===== config.mk =====
export PLATFORM = sky130hd
export DESIGN_NAME = pixel_bit_depth_converter
export DESIGN_NICKNAME = d
export VERILOG_FILES = /design/src/rtl/pbdc_pkg.sv /design/src/rtl/pixel_bit_depth_converter.sv
export SDC_FILE = /design/constraint.sdc
export NUM_CORES = 1
export LEC_CHECK = 0
export ABC_AREA = 1
export CELL_PAD_IN_SITES_DETAIL_PLACEMENT = 1
export CELL_PAD_IN_SITES_GLOBAL_PLACEMENT = 1
export CORE_MARGIN = 1.5
export CORE_UTILIZATION = 25
export DETAILED_ROUTE_END_ITERATION = 8
export DONT_BUFFER_PORTS = 1
export PLACE_DENSITY = 0.51
export SLEW_MARGIN = 20
export SYNTH_ARGS = -nofsm -noshare
export SYNTH_HDL_FRONTEND = slang
export SYNTH_SLANG_ARGS = --single-unit

===== constraint.sdc =====
create_clock -name clk -period 47.9 [get_ports clk]
set_input_delay 14.37 -clock clk [delete_from_list [all_inputs] [get_ports clk]]
set_output_delay 14.37 -clock clk [all_outputs]
set_load 0.01 [all_outputs]

===== src/rtl/pbdc_pkg.sv =====
// Package for the pixel bit depth converter.
// Holds depth codes, register indexes and the scale constants. No dependencies.
package pbdc_pkg;

  typedef enum logic [1:0] {
    DEPTH_BYTE  = 2'd0,
    DEPTH_SHORT = 2'd1,
    DEPTH_FLOAT = 2'd2,
    DEPTH_ALT   = 2'd3
  } depth_t;

  typedef enum logic [1:0] {
    REG_SOURCE_DEPTH = 2'd0,
    REG_TARGET_DEPTH = 2'd1,
    REG_SPARE_A      = 2'd2,
    REG_SPARE_B      = 2'd3
  } reg_idx_t;

  localparam logic [15:0] BYTE_FULL  = 16'd255;
  localparam logic [15:0] SHORT_FULL = 16'd65535;

  // 24-bit significands of the single constants 1/255 and 1/65535
  localparam logic [23:0] RECIP_BYTE_MAN  = 24'h808081;
  localparam logic [23:0] RECIP_SHORT_MAN = 24'h800080;

  // Biased exponent offsets: leading-one position plus these gives the exponent
  localparam logic [7:0] EXP_OFS_BYTE  = 8'd96;
  localparam logic [7:0] EXP_OFS_SHORT = 8'd88;

  localparam logic [7:0] EXP_ALL_ONES = 8'hFF;
  localparam logic [7:0] EXP_UNITY    = 8'd150;

endpackage


===== src/rtl/pixel_bit_depth_converter.sv =====
// Pixel bit depth converter top level.
// Depends on pbdc_pkg for depth codes, register indexes and scale constants.
//
// Usage:
//   Input channel (in_valid/in_ready) carries one pixel component per item:
//   in_sample_in (byte or short in the low bits, or IEEE single bits) and
//   in_source_present (0 forces a zero result).
//   Result channel (out_valid/out_ready) returns one out_sample_out per item.
//   Configuration channel (cfg_valid/cfg_ready, always ready) writes
//   source_depth (index 0) and target_depth (index 1): 0 byte, 1 short,
//   2 or 3 single float. Other indexes are ignored. Write only while idle.
//   An accepted input item passes through the input register, then the
//   result register, before out_valid rises. Throughput: one item per cycle;
//   both stages advance every cycle unless the result register is stalled.
//   Reset (rst_n low, synchronous) empties both stages and sets both depths
//   to byte. When the receiver stalls, the result register holds and the
//   input stage fills; in_ready drops only when both stages are full.
module pixel_bit_depth_converter
  import pbdc_pkg::*;
(
  input  logic        clk,
  input  logic        rst_n,
  input  logic        in_valid,
  output logic        in_ready,
  input  logic [31:0] in_sample_in,
  input  logic        in_source_present,
  output logic        out_valid,
  input  logic        out_ready,
  output logic [31:0] out_sample_out,
  input  logic        cfg_valid,
  output logic        cfg_ready,
  input  logic [1:0]  cfg_index,
  input  logic [1:0]  cfg_data
);

  depth_t      src_depth_r, tgt_depth_r;
  logic        s1_valid_r;
  logic [31:0] s1_sample_r;
  logic        s1_present_r;
  logic        out_valid_r;
  logic [31:0] out_sample_r;
  logic        advance;
  logic [31:0] result_nxt;

  assign cfg_ready = 1'b1;

  // Advance the pipeline whenever the result register is free or being taken.
  assign advance  = !out_valid_r || out_ready;
  assign in_ready = !s1_valid_r || advance;

  always_ff @(posedge clk) begin
    if (!rst_n) begin
      src_depth_r <= DEPTH_BYTE;
      tgt_depth_r <= DEPTH_BYTE;
    end else if (cfg_valid) begin
      unique case (reg_idx_t'(cfg_index))
        REG_SOURCE_DEPTH: src_depth_r <= depth_t'(cfg_data);
        REG_TARGET_DEPTH: tgt_depth_r <= depth_t'(cfg_data);
        default: ;
      endcase
    end
  end

  // Input stage: hold while full and the result stage is stalled.
  always_ff @(posedge clk) begin
    if (!rst_n) begin
      s1_valid_r <= 1'b0;
    end else if (in_ready) begin
      s1_valid_r <= in_valid;
    end
  end

  always_ff @(posedge clk) begin
    if (in_ready && in_valid) begin
      s1_sample_r  <= in_sample_in;
      s1_present_r <= in_source_present;
    end
  end

  // Result stage
  always_ff @(posedge clk) begin
    if (!rst_n) begin
      out_valid_r <= 1'b0;
    end else if (advance) begin
      out_valid_r <= s1_valid_r;
    end
  end

  always_ff @(posedge clk) begin
    if (advance && s1_valid_r) begin
      out_sample_r <= result_nxt;
    end
  end

  assign out_valid      = out_valid_r;
  assign out_sample_out = out_sample_r;

  // Conversion datapath. One 24x16 multiplier serves both directions:
  // integer to float multiplies the value by the single constant 1/src_max,
  // float to integer multiplies the significand by dst_max. Both products
  // then round to 24 significant bits, nearest even.
  logic        src_flt, tgt_flt, src_byte, tgt_byte;
  logic [15:0] ival, lim;
  logic        f_sign;
  logic [7:0]  f_exp, e_eff, rsh;
  logic [22:0] f_frac;
  logic [23:0] mul_a;
  logic [15:0] mul_b;
  logic [39:0] prod, rem, half, rmask;
  logic [5:0]  lead;
  logic [4:0]  shamt;
  logic [23:0] mant;
  logic        up, carry;
  logic [24:0] mant_r;
  logic [40:0] qround, shifted;
  logic [7:0]  exp_out;
  logic [22:0] frac_out;
  logic [7:0]  q0;
  logic [15:0] q0x257;
  logic [7:0]  div257;

  always_comb begin
    src_flt  = (src_depth_r == DEPTH_FLOAT) || (src_depth_r == DEPTH_ALT);
    tgt_flt  = (tgt_depth_r == DEPTH_FLOAT) || (tgt_depth_r == DEPTH_ALT);
    src_byte = (src_depth_r == DEPTH_BYTE);
    tgt_byte = (tgt_depth_r == DEPTH_BYTE);
    ival     = src_byte ? {8'd0, s1_sample_r[7:0]} : s1_sample_r[15:0];
    lim      = tgt_byte ? BYTE_FULL : SHORT_FULL;
    f_sign   = s1_sample_r[31];
    f_exp    = s1_sample_r[30:23];
    f_frac   = s1_sample_r[22:0];

    mul_a = src_flt ? {(f_exp != 8'd0), f_frac}
                    : (src_byte ? RECIP_BYTE_MAN : RECIP_SHORT_MAN);
    mul_b = src_flt ? lim : ival;
    prod  = 40'(mul_a) * 40'(mul_b);

    lead = 6'd0;
    for (int i = 0; i < 40; i++) begin
      if (prod[i]) lead = 6'(i);
    end

    shamt  = (lead > 6'd23) ? 5'(lead - 6'd23) : 5'd0;
    mant   = 24'(prod >> shamt);
    rmask  = (40'd1 << shamt) - 40'd1;
    rem    = prod & rmask;
    half   = (shamt != 5'd0) ? (40'd1 << (shamt - 5'd1)) : 40'd0;
    up     = (shamt != 5'd0) && ((rem > half) || ((rem == half) && mant[0]));
    mant_r = {1'b0, mant} + 25'(up);
    carry  = mant_r[24];
    qround = 41'(mant_r) << shamt;

    // Integer to float
    exp_out  = 8'(lead) + 8'(carry) + (src_byte ? EXP_OFS_BYTE : EXP_OFS_SHORT);
    frac_out = carry ? 23'd0 : mant_r[22:0];

    // Float to integer: value = qround * 2^(e_eff - 150)
    e_eff   = (f_exp == 8'd0) ? 8'd1 : f_exp;
    rsh     = EXP_UNITY - e_eff;
    shifted = (rsh >= 8'd41) ? 41'd0 : (qround >> rsh);

    // Short to byte: divide by 257 with one correction step
    q0     = ival[15:8];
    q0x257 = {q0, q0};
    div257 = (ival < q0x257) ? (q0 - 8'd1) : q0;

    result_nxt = 32'd0;
    if (!s1_present_r) begin
      result_nxt = 32'd0;
    end else if (src_flt) begin
      if (tgt_flt) begin
        result_nxt = s1_sample_r;
      end else if (f_exp == EXP_ALL_ONES) begin
        result_nxt = ((f_frac != 23'd0) || f_sign) ? 32'd0 : {16'd0, lim};
      end else if (f_sign) begin
        result_nxt = 32'd0;
      end else if (f_exp >= EXP_UNITY) begin
        result_nxt = {16'd0, lim};
      end else if (shifted > 41'(lim)) begin
        result_nxt = {16'd0, lim};
      end else begin
        result_nxt = {16'd0, shifted[15:0]};
      end
    end else if (tgt_flt) begin
      result_nxt = (ival == 16'd0) ? 32'd0 : {1'b0, exp_out, frac_out};
    end else if (src_byte && !tgt_byte) begin
      result_nxt = {16'd0, ival[7:0], ival[7:0]};
    end else if (!src_byte && tgt_byte) begin
      result_nxt = {24'd0, div257};
    end else begin
      result_nxt = {16'd0, ival};
    end
  end

endmodule


==> flow_summary_export.csv <==
group,metric,value,unit
place,postPlaceCellArea,0.0278,mm²
setup_path,endpoint,"in_ready",
drt,firstDrtPassIters,5,
setup_path,critPathLaunch,"out_ready",
drt,drc,0,
drt,num_vias,27100,
logic_synthesis,synthFlopType,"edfxtp_1",
layout,fin_cells,5383,
layout,stdcell_area,0.0281,mm²
outcome,outcome,"completed",
timing,grt_setup_unrepaired,"false",
timing,max_slew_margin,0.207,
cts,ctsResizeCount,0,
logic_synthesis,synth_edf_count,65,
layout,layout_commonest_cell,"nand2_1",
global_route,antenna_found_initial,6,
layout,nFillCells,13400,
layout,num-nets-final,4504,
place,gp_congestion,0.901,
drt,wire_per_inst,22.0,µm
hold_path,min_path_type,"reg -> reg",
place,dp_cells,5366,
setup_path,path_cells,"inv_1 -> nand3_1",
timing,finalSetupTns,0,ns
cts,path_clk_slew,0.06,ns
drt,ant_nets,0,
drt,via_per_inst,5.04,
cts,cts_tree,"done",
logic_synthesis,yosysWarnings,0,
place,port_buffers,0,
job,max_cap_viol_count,0,
timing,post-route-min-period,29.03,ns
floorplan,die_h,328,µm
timing,finalHoldViolCount,0,
timing,period_share,0.606,
cts,postCtsHoldBufs,0,
layout,layout-drive-gt1-share,0.0494,
setup_path,rrSetupSlack,27.15,ns
setup_path,cp.depth,2,
layout,syn_to_final_growth,6.33,%
timing,final_max_slew_viol_count,0,
setup_path,cp_slowest_stage_delay,0.18,ns
setup_path,critPathSlowestCell,"nand3_1",
drt,wl,119,mm
layout,fin_util,0.267,
setup_path,worst_setup_path_end_kind,"output pin",
cts,cts.htree.levels,3,
cts,cts_root_buf,"clkbuf_16",
setup_path,worstSetupPathType,"in -> out",
logic_synthesis,syn_area_per_cell,6.47,µm²
floorplan,ios,77,
setup_path,cp_max_fo,3,
cts,clk_latency,0.44,ns
logic_synthesis,syn_area,0.0264,mm²
floorplan,die_x,328,µm
global_route,grt_pass1_vias,27800,
global_route,grt_first_pass_wirelength,180,mm
logic_synthesis,synth-async-reset-ratio,0,
global_route,grt-ovfl-total,0,
timing,fmaxAchievable,34.4,MHz
floorplan,rows,119,
floorplan,die_area,0.108,mm²
cts,cts_buffers,9,
setup_path,critPathTopFamily,"simple AND/OR/NAND/NOR gates",
setup_path,critical_path_required,33.53,ns
place,dp_hpwl,99.1,mm
cts,clockBufferDepth,2,
global_route,grt_max_degree,79,
floorplan,initial_core_util,0.252,
global_route,grtUsageTotal,0.223,
drt,drt-initial-drc-count,2024,
setup_path,rr_startpoint,"src_depth_r[1]",
setup_path,path_buf_inv,1,
floorplan,core-area,0.105,mm²
setup_path,reg2reg_depth,99,
logic_synthesis,ys_ff_latch,71,
timing,worst_pin_slew,1.19,ns
logic_synthesis,synth_cell_types,70,
timing,finalClockSkew,0.0407,ns
timing,setup_viol,0,
cts,cts_setup_buffers,0,
logic_synthesis,netlist_instances,4089,
cts,cts_sinks,71,
setup_path,critPathLaunchType,"input pin",
setup_path,crit_arrival,14.66,ns
layout,mostFrequentLayoutCells,"nand2_1, nand3_1, inv_1",
setup_path,r2r_end,"out_sample_out[15]",
logic_synthesis,yosysSeqAreaShare,0.0784,
layer usage:
layer,share of wire,up-vias,wire (µm),GRT usage
li1,-,13000,-,-
met1,0.50,13500,58800,0.326
met2,0.44,536,51600,0.341
met3,0.044,91,5210,0.0292
met4,0.025,0,2960,0.0579
met5,0,-,0,0
sequential cells by signal (all words and copies together), names as in the netlist:
name,flops
out_valid,1
tgt_depth_r,2
s1_present_r,1
s1_sample_r,32
s1_valid_r,1
src_depth_r,2
out_sample_out,32
cell families after synthesis:
family | Yosys count | share of synthesized area
adder cells (fa/ha/maj) | 476 | 0.312
buffers and inverters | 865 | 0.128
flip-flops | 71 | 0.0784
XOR/XNOR | 36 | 0.0133
AND/OR/NAND/NOR | 2331 | 0.398
other | 2 | 0.000284
AO/OA/AOI/OAI | 308 | 0.0699
layout make-up:
cell class | instances | area (µm²) | area share
well taps | 1391 | 1740 | 0.0619
clock inverters | 5 | 40.0 | 0.00142
diodes | 1 | 2.50 | 0.0000890
flip-flops and latches | 71 | 2080 | 0.0738
clock buffers | 11 | 243 | 0.00863
inverters | 698 | 2630 | 0.0934
repair buffers | 40 | 300 | 0.0107
multi-input cells | 3166 | 21100 | 0.750
stage by stage:
step           setup WS, ns  hold slack [ns]
6_report              18.87            0.526
5_1_grt               18.82            0.570
4_1_cts               18.86            0.531
3_5_place_dp          18.86            0.515
3_3_place_gp          18.88            0.512
2_1_floorplan         18.96            0.444
cells in the mapped netlist, types with 6 or more instances:
master / count / area [µm²]
a211oi_1: 8 / 60.1
a21oi_1: 141 / 706
a31oi_1: 11 / 68.8
buf_1: 31 / 116
buf_2: 63 / 315
buf_4: 11 / 82.6
clkbuf_1: 60 / 225
clkinv_1: 12 / 45.0
dfxtp_1: 6 / 120
edfxtp_1: 65 / 1950
fa_1: 306 / 6130
ha_1: 170 / 2130
inv_1: 659 / 2470
inv_2: 25 / 93.8
nand2_1: 950 / 3570
nand2_2: 27 / 169
nand3_1: 823 / 4120
nand3_2: 15 / 150
nand4_1: 104 / 651
nor2_1: 330 / 1240
nor2_2: 15 / 93.8
nor2_4: 10 / 113
nor3_1: 20 / 100
nor4_1: 11 / 68.8
o211ai_1: 9 / 67.6
o21ai_0: 50 / 250
o21ai_1: 25 / 125
o21ai_2: 10 / 87.6
xnor2_1: 13 / 114
xor2_1: 18 / 158
worst min-delay path by stage:
stage | start | end | slack, ns | cells past startpoint
4_1_cts | tgt_depth_r[0] | tgt_depth_r[0] | 0.53 | 2
3_5_place_dp | tgt_depth_r[0] | tgt_depth_r[0] | 0.52 | 2
6_report | tgt_depth_r[0] | tgt_depth_r[0] | 0.53 | 2
3_3_place_gp | tgt_depth_r[0] | tgt_depth_r[0] | 0.51 | 2
2_1_floorplan | tgt_depth_r[0] | tgt_depth_r[0] | 0.44 | 2
5_1_grt | tgt_depth_r[0] | tgt_depth_r[0] | 0.57 | 2
Power is not shown: default switching activity piles up to over one toggle a cycle in this logic, so the estimate is an artifact.
